`config.mk`:
```
export PLATFORM = sky130hd
export DESIGN_NAME = rwch_div
export DESIGN_NICKNAME = d
export VERILOG_FILES = /design/src/sv/rwch_pkg.sv /design/src/sv/rwch_div.sv
export SDC_FILE = /design/constraint.sdc
export NUM_CORES = 1
export LEC_CHECK = 0
export ABC_CLOCK_PERIOD_IN_PS = 3110
export BUFFER_PORTS_ARGS = -buffer_cell sky130_fd_sc_hd__buf_2
export CAP_MARGIN = 20
export CORE_UTILIZATION = 35
export CTS_BUF_LIST = sky130_fd_sc_hd__clkbuf_2 sky130_fd_sc_hd__clkbuf_4 sky130_fd_sc_hd__clkbuf_8
export DETAILED_ROUTE_END_ITERATION = 7
export HOLD_SLACK_MARGIN = 0.08
export PLACE_DENSITY = 0.61
export REMOVE_ABC_BUFFERS = 1
export SYNTH_ARGS = -nofsm -noshare
export SYNTH_HDL_FRONTEND = slang
export SYNTH_SLANG_ARGS = --single-unit
```
`constraint.sdc`:
```
create_clock -name clk_i -period 3.11 [get_ports clk_i]
set_clock_uncertainty 0.05 [all_clocks]
set_input_delay 0 -clock clk_i [delete_from_list [all_inputs] [get_ports clk_i]]
set_output_delay 0 -clock clk_i [all_outputs]
set_load 0.05 [all_outputs]
```
`src/sv/rwch_pkg.sv`:
```
// ----------------------------------------------------------------------------
// rwch_pkg
// Shared widths, constants and request structs of the ray/wall hit core.
// ----------------------------------------------------------------------------
package rwch_pkg;

  localparam int MAX_SEGMENTS_DEF = 1024;
  localparam int BOUND_MARGIN_DEF = 64;
  localparam int MAX_DISTANCE_DEF = 1024;

  localparam int CRDW  = 18;  // endpoint coordinate, wide enough for grown bounds
  localparam int SEGW  = 19;  // endpoint difference
  localparam int RW    = 23;  // endpoint minus origin, Q.4
  localparam int DETW  = 36;
  localparam int TNW   = 43;
  localparam int UNW   = 40;
  localparam int LSQW  = 38;  // squared segment length
  localparam int DENW  = 35;  // |det|
  localparam int NUMW  = 61;  // divider numerator
  localparam int SQW   = 54;  // square root radicand
  localparam int ROOTW = 27;
  localparam int UQW   = 17;
  localparam int OFFW  = 25;
  localparam int DISTW = 18;
  localparam int LINEW = 10;

  localparam int DET_MIN    = 2;
  localparam int NEAR_SHIFT = 11;
  localparam int TQ_SHIFT   = 18;
  localparam int UQ_SHIFT   = 12;
  localparam int SQ_SHIFT   = 16;
  localparam int DIST_MAX   = 262143;
  localparam int OFFS_MAX   = 33554431;
  localparam int NUM_EDGES  = 4;

  // configuration register indexes
  localparam logic [2:0] REG_SEG_COUNT = 3'd0;
  localparam logic [2:0] REG_MIN_X     = 3'd1;
  localparam logic [2:0] REG_MAX_X     = 3'd2;
  localparam logic [2:0] REG_MIN_Y     = 3'd3;
  localparam logic [2:0] REG_MAX_Y     = 3'd4;

  // bound edges in test order
  localparam logic [1:0] EDGE_LEFT   = 2'd0;
  localparam logic [1:0] EDGE_RIGHT  = 2'd1;
  localparam logic [1:0] EDGE_BOTTOM = 2'd2;
  localparam logic [1:0] EDGE_TOP    = 2'd3;

  typedef struct packed {
    logic            start;
    logic [NUMW-1:0] num;
    logic [DENW-1:0] den;
  } div_req_t;

  typedef struct packed {
    logic           start;
    logic [SQW-1:0] rad;
  } sqrt_req_t;

endpackage

```
`src/sv/rwch_div.sv`:
```
// ----------------------------------------------------------------------------
// rwch_div
// Restoring divider, one quotient bit per cycle; quotient must fit QW bits.
// ----------------------------------------------------------------------------
module rwch_div import rwch_pkg::*; #(
  parameter int QW = 19
) (
  input  logic          clk_i,
  input  logic          rst_ni,
  input  div_req_t      req_i,
  output logic          done_o,
  output logic [QW-1:0] quot_o
);

  localparam int CW = $clog2(QW + 1);

  logic [DENW-1:0] rem_q, rem_d, den_q, den_d;
  logic [QW-1:0]   low_q, low_d, quot_q, quot_d;
  logic [CW-1:0]   cnt_q, cnt_d;
  logic            run_q, run_d, done_q, done_d;
  logic [DENW:0]   trial;
  logic            ge;

  always_comb begin
    rem_d  = rem_q;
    den_d  = den_q;
    low_d  = low_q;
    quot_d = quot_q;
    cnt_d  = cnt_q;
    run_d  = run_q;
    done_d = 1'b0;
    trial  = {rem_q, low_q[QW-1]};
    ge     = trial >= {1'b0, den_q};
    if (req_i.start) begin
      rem_d  = DENW'(req_i.num >> QW);
      low_d  = req_i.num[QW-1:0];
      den_d  = req_i.den;
      quot_d = '0;
      cnt_d  = CW'(QW);
      run_d  = 1'b1;
    end else if (run_q) begin
      rem_d  = ge ? DENW'(trial - {1'b0, den_q}) : DENW'(trial);
      low_d  = {low_q[QW-2:0], 1'b0};
      quot_d = {quot_q[QW-2:0], ge};
      cnt_d  = cnt_q - CW'(1);
      if (cnt_q == CW'(1)) begin
        run_d  = 1'b0;
        done_d = 1'b1;
      end
    end
  end

  always_ff @(posedge clk_i or negedge rst_ni) begin
    if (!rst_ni) begin
      run_q  <= 1'b0;
      done_q <= 1'b0;
      cnt_q  <= '0;
    end else begin
      run_q  <= run_d;
      done_q <= done_d;
      cnt_q  <= cnt_d;
    end
  end

  always_ff @(posedge clk_i) begin
    rem_q  <= rem_d;
    den_q  <= den_d;
    low_q  <= low_d;
    quot_q <= quot_d;
  end

  assign done_o = done_q;
  assign quot_o = quot_q;

endmodule

```
# After elaboration in Yosys (flattened, before gate mapping)
# Cells that the tools add are included.
[word_totals]
n_memories = 0
mem_bits_rw = 0
elab_cells = 25
regBits = 115
romBits = 0
latchBits = 0
output_inout_bits = 20
input_bits = 99
[classes]
n_shift = 0
bitwise_logic = 0
n_lt_le_gt_ge = 1
muxes = 13
n_reduce_logical = 1
n_mul = 0
n_div = 0
n_addsub = 2
n_eq_ne = 1
[op_table]
columns = ["cell", "n"]
rows = [
  ["two-way mux 35 bit", 3],
  ["two-way mux 19 bit", 2],
  [">= comparator 36 x 35 -> 1 bit", 1],
  ["subtractor 35 bit", 1],
  ["two-way mux 5 bit", 2],
  ["two-way mux 1 bit", 6],
  ["== test 5 x 1 -> 1 bit, second input constant", 1],
  ["subtractor 5 x 1 -> 5 bit, second input constant", 1],
  ["nonzero test 2 bit", 1],
]

# Depth between registers and ports, before layout
# Gate-level depths: netlist of the first run.
[logic_depth]
word_depth = 4
depth_mapped = 13
depth_no_buf = 12

# Worst setup path before layout of the first run
# No wires, ideal clock.
[synth_timing]
path_type = "reg2reg"
from = "register low_q[18]"
to = "register rem_q[34] (data pin)"
path_stages_with_launch = 13
period_less_slack_ps = 3245
n_path_buf = 0
arrival_time_ps = 2935
setup_ps = 261
required_time_ps = 2799
setup_slack_ps = -135
cell_sequence = "edfxtp_1 -> inv_1 -> ha_1 -> fa_1 -> nor2b_4 -> o31a_1 -> o311ai_2 -> nand2_2 -> a221o_1 -> a311o_1 -> a2111oi_4 -> xnor2_1 -> a221o_1"
[synth_between]
elab_chain_len = 4
word_cells_on_any_way = 5
cone_classes = "1 x add/sub; 1 x order compare; 3 x mux"
[synth_lines]
columns = ["item", "line_no", "source"]
rows = [
  ["start, declared", "rwch_div.sv:18", "logic [QW-1:0] low_q, low_d, quot_q, quot_d;"],
  ["start signal, assigned", "rwch_div.sv:68", "low_q <= low_d;"],
  ["subtractor 35 bit or >= comparator 36 x 35 -> 1 bit (tied branches)", "rwch_div.sv:42, rwch_div.sv:33", ""],
  ["two-way mux 35 bit *", "rwch_div.sv:42", "rem_d = ge ? DENW'(trial - {1'b0, den_q}) : DENW'(trial);"],
  ["two-way mux 35 bit *", "rwch_div.sv:41", "end else if (run_q) begin"],
  ["two-way mux 35 bit *", "rwch_div.sv:34", "if (req_i.start) begin"],
  ["via rem_d[34]", "rwch_div.sv:17", "logic [DENW-1:0] rem_q, rem_d, den_q, den_d;"],
  ["end signal, assigned", "rwch_div.sv:66", "rem_q <= rem_d;"],
  ["end, declared", "rwch_div.sv:17", ""],
]
# The timed path passes the listed nets; every way through them passes the cells marked *. The select of a mux whose other input is x is not followed.
# A chain may end at the register's enable or synchronous reset.

# Final worst setup path of the first run
# Ends and elaborated chain as after synthesis.

==> flow_summary.ini, run 1 <==
[synthesis]
syn_inst = 638
ys_seq_elements = 115
syn_avg_cell_area_sq_um = 10.5
dominantRegCellSynth = edfxtp_1
synth_edf_count = 89
yosys_warnings = 0
ys_types = 62
yosysSeqAreaShare_pct = 48.0
async_reset_ff_share_pct = 6.09
syn_area_sq_mm = 0.00672

[routing]
final_antenna_net_count = 0
drt_pass1_iterations = 4
wire_per_inst_microns = 15.2
vias = 5830
drc = 0
viasPerCell = 4.97
wl_microns = 17900
drt_iter0_markers = 246

[sta]
slew_violations = 0
worstMarginPinSlew_ns = 0.694
period_needed_ns = 3.27
hold_viol = 0
period_share_pct = 105
setup_ws_ns = -0.162
relSlewSlack_pct = 53.8
setup_violations = 19
rsz0062_at_grt = true
fmax_ghz = 0.306

[placement]
place_area_sq_mm = 0.00803
io_buffers = 111
dpl.cell_count = 1025
gp_congestion = 0.854
place_hpwl_microns = 11300

[power_and_ir_drop]
p_per_area_mw_per_mm2 = 915
total_power_w = 0.00920
ir_drop_mv = 0.398
p_leak_nw = 4.43

[global_routing]
grt_pass1_wl_microns = 27700
grt_usage_pct = 17.9
grt_max_degree = 55
first_global_vias = 5765
antenna_found_initial = 0
overflow = 0

[floorplan]
die_w_microns = 141
start_util_pct = 35.8
die_h_microns = 141
die_area_sq_mm = 0.0198
row_count = 50
core_sq_mm = 0.0188
io_pins = 119

[clock_network]
max-clock-path-buffers = 2
cts-root-buf = clkbuf_8
insertion_delay_ns = 0.45
clk_pin_slew_ns = 0.08
cts_tree = built
clock-sinks = 115
cts_inserted_buffers = 17
htreeDepth = 4

[setup_path]
r2r_slack_ns = -0.16
reg2reg_to = rem_q[34]
cp-start-kind = flop
cp-startpoint = low_q[18]
worst-r2r-cell-count = 12
worst_ep_required_time_ns = 3.26
endpoint_kind = flop
slowest_delay_ns = 0.41
cp_data_arrival_time_ns = 3.42
crit_type = flop to flop
slowest_stage = edfxtp_1
crit_chain = inv_2 -> ha_4 -> fa_2 -> nor2b_4 -> o31a_1 -> o311ai_4 -> nand2_2 -> a221o_1 -> a311o_1 -> a2111oi_4 -> xnor2_1 -> a221o_1
r2r_start = low_q[18]
cpMostUsedCell = a221o_1
crit_fanout = 2

[status]
outcome = complete, but fails checks
violations = negative setup slack

[finish]
drive_gt1_share_pct = 36.8
fin_nets = 1064
fin_cells = 1174
diodes = 0
fin_area_sq_mm = 0.0101
area_growth_pct = 49.7
layout_commonest_cell = buf_2
final_cell_mix = 110 x buf_2, 93 x dlygate4sd3_1, 89 x edfxtp_1, 83 x buf_4, 59 x nor2_1

[min_path]
hold_path_end = den_q[27]
min-delay-start = req_i[27]
hold_path_depth = 2
hp-class = input port to flop

[flow_run]
drv_cap = 0
==> layout make-up <==
class                      count  area [sq um]
sequential                   115          3230
multi-input combinational    441          3600
tap                          234           293
clock buffer                  19           255
inverter                      53           199
clock inverter                13           145
fill                        1694          8710
timing repair buffer         299          2330
==> how the worst max path moves through the flow <==
stage           endpoint  slack [ns]  depth (start not counted)
2_1_floorplan   rem_q[0]       -1.25                          9
3_3_place_gp   rem_q[34]       -0.20                         12
3_5_place_dp   rem_q[34]       -0.31                         12
4_1_cts        rem_q[34]       -0.19                         12
5_1_grt        rem_q[34]       -0.29                         12
6_report       rem_q[34]       -0.16                         12
==> critical path, delay by kind of cell, from the launching register on <==
family	cells	cell delay [ns]
compound gates	6	1.87
flops	1	0.41
fa+ha+maj	2	0.36
xor+xnor	1	0.10
simple gates	2	0.14
buf+inv	1	0.09
==> what timing repair did <==
item,in CTS,in global routing
endpoints found under the setup margin,30,33
gates cloned,1,3
pin swaps,20,12
endpoints found under the hold margin,110,0
hold buffers,93,0
setup buffers,12,12
gates resized for setup,25,68
==> metrics by stage <==
step	hold slack [ns]	utilization [%]	TNS [ns]	setup slack, ns
4_1_cts	0.164	51.2	-0.487	-0.185
3_5_place_dp	-0.207	42.8	-3.64	-0.307
3_3_place_gp	-0.207	42.8	-2.84	-0.197
5_1_grt	0.178	53.6	-4.48	-0.293
6_report	0.205	53.6	-0.840	-0.162
2_1_floorplan	-0.346	-	-35.68	-1.25
==> power breakdown <==
part	switching [W]	internal [W]	leakage [nW]
registers	0.000203	0.00208	1.15
clock network	0.000694	0.000755	0.210
logic	0.00266	0.00281	3.07
==> registers in the layout, summed over array words and instances (netlist names) <==
name,count
cnt_q,5
den_q,35
done_o,1
low_q,19
quot_o,19
rem_q,35
run_q,1
==> cells in the mapped netlist (6+ instances only) <==
cell       n  area share [%]
mux2i_1   18             2.7
o21ai_0   25             1.9
clkbuf_1  15            0.84
xor2_1    11             1.4
a21o_1    12             1.3
xnor2_1   15             2.0
dfrtp_1    7             2.6
nand2_1   24             1.3
or3_1      8            0.74
inv_1     53             3.0
buf_1      6            0.34
dfxtp_1   19             5.7
nand4_1    8            0.74
o21bai_1   6            0.67
a211oi_1   9             1.0
nand3_1   13            0.97
nor2_1    65             3.6
buf_2      6            0.45
a21oi_1   59             4.4
nor3b_1    9             1.0
ha_1      37             6.9
edfxtp_1  89              40
nor3_1     6            0.45
mux2_2    40             6.7
==> cells by family after synthesis <==
kind of cell / count (synthesis) / synth area share, %
flops: 115 / 48.0
fa+ha+maj: 38 / 7.19
mux: 58 / 9.39
buf+inv: 82 / 4.77
compound gates: 155 / 15.1
xor+xnor: 26 / 3.39
simple gates: 164 / 12.1
==> routing by layer <==
layer  GRT usage, %  routed length [microns]  part of all wire [%]  up-vias
met5              0                        0                     0        -
li1               -                        -                     -     2916
met2           29.5                     8540                    48      164
met3           4.27                      790                   4.4       19
met1           23.0                     8300                    46     2731
met4           5.84                      235                   1.3        0
(Power assumes the default switching activity.)
==> run 2: changes to the inputs <==
--- a/config.mk
+++ b/config.mk
@@ -14,6 +14,7 @@
 export HOLD_SLACK_MARGIN = 0.08
 export PLACE_DENSITY = 0.61
 export REMOVE_ABC_BUFFERS = 1
+export SKIP_LAST_GASP = 1
 export SYNTH_ARGS = -nofsm -noshare
 export SYNTH_HDL_FRONTEND = slang
 export SYNTH_SLANG_ARGS = --single-unit
==> flow_summary.ini, run 2 (synthesized netlist as in run 1, its figures left out) <==
[sta]
worst_hold_slack_ns = 0.202
setup_violations = 25
fmax_ghz = 0.305
setup_ws_ns = -0.167
worstMarginPinSlew_ns = 0.708
period_needed_ns = 3.28
hold_viol = 0
slew_violations = 0
rsz0062_at_grt = true
relSlewSlack_pct = 52.8
period_share_pct = 105

[global_routing]
first_global_vias = 5759
grt_max_degree = 55
antenna_found_initial = 0
grt_pass1_wl_microns = 27700
overflow = 0
grt_usage_pct = 17.8

[finish]
fin_area_sq_mm = 0.0101
area_growth_pct = 49.8
final_cell_mix = 110 x buf_2, 93 x dlygate4sd3_1, 89 x edfxtp_1, 82 x buf_4, 54 x nor2_1
fin_nets = 1064
fillers = 1691
diodes = 0
drive_gt1_share_pct = 36.5
finish.utilization_pct = 53.6
layout_commonest_cell = buf_2
top_regs = den_q: 35 flops, rem_q: 35 flops

[clock_network]
insertion_delay_ns = 0.45
cts_inserted_buffers = 17
clock-sinks = 115
max-clock-path-buffers = 2
cts_tree = built
clk_pin_slew_ns = 0.08
cts-root-buf = clkbuf_8
htreeDepth = 4

[setup_path]
endpoint_kind = flop
crit_fanout = 2
reg2reg_to = rem_q[30]
endpoint = rem_q[30]
worst-r2r-cell-count = 13
cp-startpoint = low_q[18]
cp_data_arrival_time_ns = 3.43
r2r_slack_ns = -0.17
crit_type = flop to flop
cp-start-kind = flop
r2r_start = low_q[18]
slowest_delay_ns = 0.41
cpMostUsedCell = a221o_1
worst_ep_required_time_ns = 3.26
crit_chain = inv_2 -> ha_4 -> fa_2 -> nor2b_4 -> o31a_1 -> o311ai_4 -> nand2_2 -> a221o_1 -> a311o_1 -> buf_4 -> a31oi_2 -> xnor2_1 -> a221o_1
slowest_stage = edfxtp_1

[routing]
wire_per_inst_microns = 15.2
wl_microns = 17800
vias = 5829
drc = 0
viasPerCell = 4.97
drt_pass1_iterations = 5
drt_iter0_markers = 269
final_antenna_net_count = 0

[status]
violations = negative setup slack
outcome = complete, but fails checks

[power_and_ir_drop]
p_leak_nw = 4.43
ir_drop_mv = 0.398
p_per_area_mw_per_mm2 = 912

[floorplan]
io_pins = 119
core_sq_mm = 0.0188
row_count = 50
die_h_microns = 141
start_util_pct = 35.8
die_w_microns = 141
die_area_sq_mm = 0.0198

[placement]
place_area_sq_mm = 0.00803
io_buffers = 111
pre_cts_slack_ns = -0.307
place_hpwl_microns = 11300
gp_congestion = 0.854

[flow_run]
drv_cap = 0

[min_path]
hp-class = input port to flop
[run 2: worst min-delay path by stage]
stage	start	cells after the start	slack [ns]	to
floorplan	rst_ni	0	-0.35	cnt_q[0]
global placement	rst_ni	1	-0.21	cnt_q[1]
global route	req_i[31]	2	0.18	den_q[31]
CTS	req_i[30]	2	0.16	den_q[30]
finish	req_i[31]	2	0.20	den_q[31]
detailed placement	rst_ni	1	-0.21	cnt_q[1]
[run 2: where the power goes]
group / switching [W] / internal [W]
clock: 0.000694 / 0.000755
sequential: 0.000201 / 0.00208
combinational: 0.00264 / 0.00280
total: 0.00353 / 0.00564
[run 2: routing by layer]
metal	global-route usage, %	part of all wire, %
met1	23.0	47
met2	29.5	48
met3	4.27	3.9
met4	5.72	1.4
met5	0	0
[run 2: metrics by stage]
| stage | instances | TNS [ns] | total power, W |
|---|---|---|---|
| detailed placement | 1025 | -3.64 | 0.00637 |
| global placement | 1025 | -2.84 | 0.00634 |
| finish | 1174 | -1.15 | 0.00917 |
| CTS | 1160 | -1.45 | 0.00828 |
| global route | 1174 | -4.92 | 0.00978 |
| floorplan | 609 | -35.68 | 0.00486 |
[run 2: worst max-delay path, delay by kind of cell (launching register included)]
kind	cells	cell delay, ns
compound gates	6	1.71
xor+xnor	1	0.09
fa+ha+maj	2	0.36
buf+inv	2	0.26
flops	1	0.41
simple gates	2	0.14
[run 2: timing repair]
item                                   4_1_cts  5_1_grt
endpoints found under the hold margin      110        0
hold buffers                                93        0
gates cloned                                 1        4
pin swaps                                   20       18
buffers inserted                            12       12
setup endpoints to repair                   30       35
resized for setup                           20       69
[run 2: cell type report]
cell class	count	area, sq um	share of cell area [%]
multi-input cells	441	3580	35.6
flip-flops and latches	115	3230	32.1
repair buffers	299	2360	23.5
well taps	234	293	2.91
clock buffers	19	255	2.54
inverters	53	199	1.98
clock inverters	13	145	1.44
==> run 3: changes to the inputs <==
--- a/config.mk
+++ b/config.mk
@@ -18,3 +18,4 @@
 export SYNTH_ARGS = -nofsm -noshare
 export SYNTH_HDL_FRONTEND = slang
 export SYNTH_SLANG_ARGS = --single-unit
+export TNS_END_PERCENT = 1
==> flow_summary.ini, run 3 (synthesized netlist as in run 1, its figures left out) <==
[floorplan]
die_area_sq_mm = 0.0198
start_util_pct = 35.8
die_h_microns = 141
die_w_microns = 141
io_pins = 119
row_count = 50
core_sq_mm = 0.0188

[setup_path]
endpoint_kind = flop
crit_chain = inv_1 -> ha_1 -> fa_2 -> nor2b_4 -> o31a_1 -> o311ai_2 -> nand2_2 -> a221o_1 -> a311o_1 -> a2111oi_4 -> xnor2_1 -> a221o_1
crit_type = flop to flop
r2r_slack_ns = -0.21
crit_fanout = 3
reg2reg_to = rem_q[34]
slowest_delay_ns = 0.39
worst-r2r-cell-count = 12
slowest_stage = edfxtp_1
cpMostUsedCell = a221o_1
worst_ep_required_time_ns = 3.26
r2r_start = low_q[18]
cp_data_arrival_time_ns = 3.47
cp-start-kind = flop

[placement]
place_hpwl_microns = 11300
io_buffers = 111
place_area_sq_mm = 0.00803
pre_cts_slack_ns = -0.307
gp_congestion = 0.854

[min_path]
hp-class = input port to flop
hold_path_depth = 2
hold_path_end = den_q[27]
min-delay-start = req_i[27]

[power_and_ir_drop]
pwr-share-seq_pct = 28.5
p_per_area_mw_per_mm2 = 844
p_comb_share_pct = 53.3
clockPowerShare_pct = 18.3
p_int_w = 0.00494
switchingPower_w = 0.00296
switching_share_pct = 37.5
ir_drop_mv = 0.441
p_leak_nw = 4.19

[sta]
relSlewSlack_pct = 53.2
rsz0062_at_grt = true
worstMarginPinSlew_ns = 0.702
setup_violations = 28
period_share_pct = 107
hold_viol = 0
setup_ws_ns = -0.209
period_needed_ns = 3.32
slew_violations = 0
fmax_ghz = 0.301

[routing]
viasPerCell = 4.84
wl_microns = 16400
drt_pass1_iterations = 4
wire_per_inst_microns = 14.2
drt_iter0_markers = 238
vias = 5566
drc = 0
final_antenna_net_count = 0

[global_routing]
overflow = 0
antenna_found_initial = 0
grt_max_degree = 55
grt_pass1_wl_microns = 26900
first_global_vias = 5578
grt_usage_pct = 17.3

[finish]
multi_input_area_sq_mm = 0.00318
fin_nets = 1041
fin_area_sq_mm = 0.00937
final_cell_mix = 110 x buf_2, 93 x dlygate4sd3_1, 89 x edfxtp_1, 70 x buf_4, 65 x nor2_1
diodes = 0
top_regs = den_q: 35 flops, rem_q: 35 flops
fillers = 1758
seqCellArea_sq_mm = 0.00323
area_growth_pct = 39.4
drive_gt1_share_pct = 28.9
layout_commonest_cell = buf_2

[clock_network]
htreeDepth = 4
cts_tree = built
insertion_delay_ns = 0.45
cts-root-buf = clkbuf_8
clock-sinks = 115
clk_pin_slew_ns = 0.07
cts_inserted_buffers = 17
max-clock-path-buffers = 2

[status]
violations = negative setup slack
outcome = complete, but fails checks

[flow_run]
drv_cap = 0
run 3: cell types whose count changed in the layout (fill, tap and decap cells not counted), sizes merged:
cell / delta
clkbuf: -4
buf: -19
run 3: how the worst max path moves through the flow:
stage                   start         to  cells past startpoint
floorplan           rem_q[25]   rem_q[0]                      9
global placement    low_q[18]  rem_q[34]                     12
detailed placement  low_q[18]  rem_q[34]                     12
CTS                 low_q[18]  rem_q[34]                     12
global route        low_q[18]  rem_q[30]                     13
finish              low_q[18]  rem_q[34]                     12
run 3: routing by layer:
metal,wire length (microns),GRT usage (%)
met2,7600,28.4
met4,155,4.58
met3,691,4.24
met1,7920,22.7
met5,0,0
run 3: layout make-up:
type	instances	share of cell area, %
Tap cell	234	3.13
Sequential cell	115	34.5
Timing Repair Buffer	276	22.1
Multi-Input combinational cell	441	34.0
Clock buffer	19	2.72
Inverter	53	2.12
Clock inverter	13	1.55
run 3: critical path, delay by kind of cell (launching register included):
family | cells | cell delay [ns]
buf+inv | 1 | 0.07
fa+ha+maj | 2 | 0.43
simple gates | 2 | 0.14
flops | 1 | 0.39
compound gates | 6 | 1.88
xor+xnor | 1 | 0.10
run 3: metrics by stage:
step                      total power, W  setup TNS [ns]  hold WS, ns  cells  utilization (%)
after CTS                        0.00797           -2.60        0.164   1151             49.9
final                            0.00790           -1.99        0.205   1151             49.9
after global routing             0.00852           -8.53        0.177   1151             49.9
after floorplan                  0.00486          -35.68       -0.346    609                -
after global placement           0.00634           -2.84       -0.207   1025             42.8
after detailed placement         0.00637           -3.64       -0.207   1025             42.8
run 3: repair_timing:
action                                  in CTS  in global routing
hold endpoints to repair                   110                  0
resized for setup                            1                  0
endpoints found under the setup margin      30                 35
hold buffers                                93                  0
setup buffers                                1                  0
pin swaps                                    1                  0
run 3: power groups by stage:
stage               Clock (W)  Sequential [W]  Combinational (W)
finish                0.00144         0.00225            0.00421
CTS                   0.00150         0.00225            0.00422
detailed placement          0         0.00227            0.00410
floorplan                   0         0.00227            0.00259
global route          0.00155         0.00229            0.00468
global placement            0         0.00227            0.00407
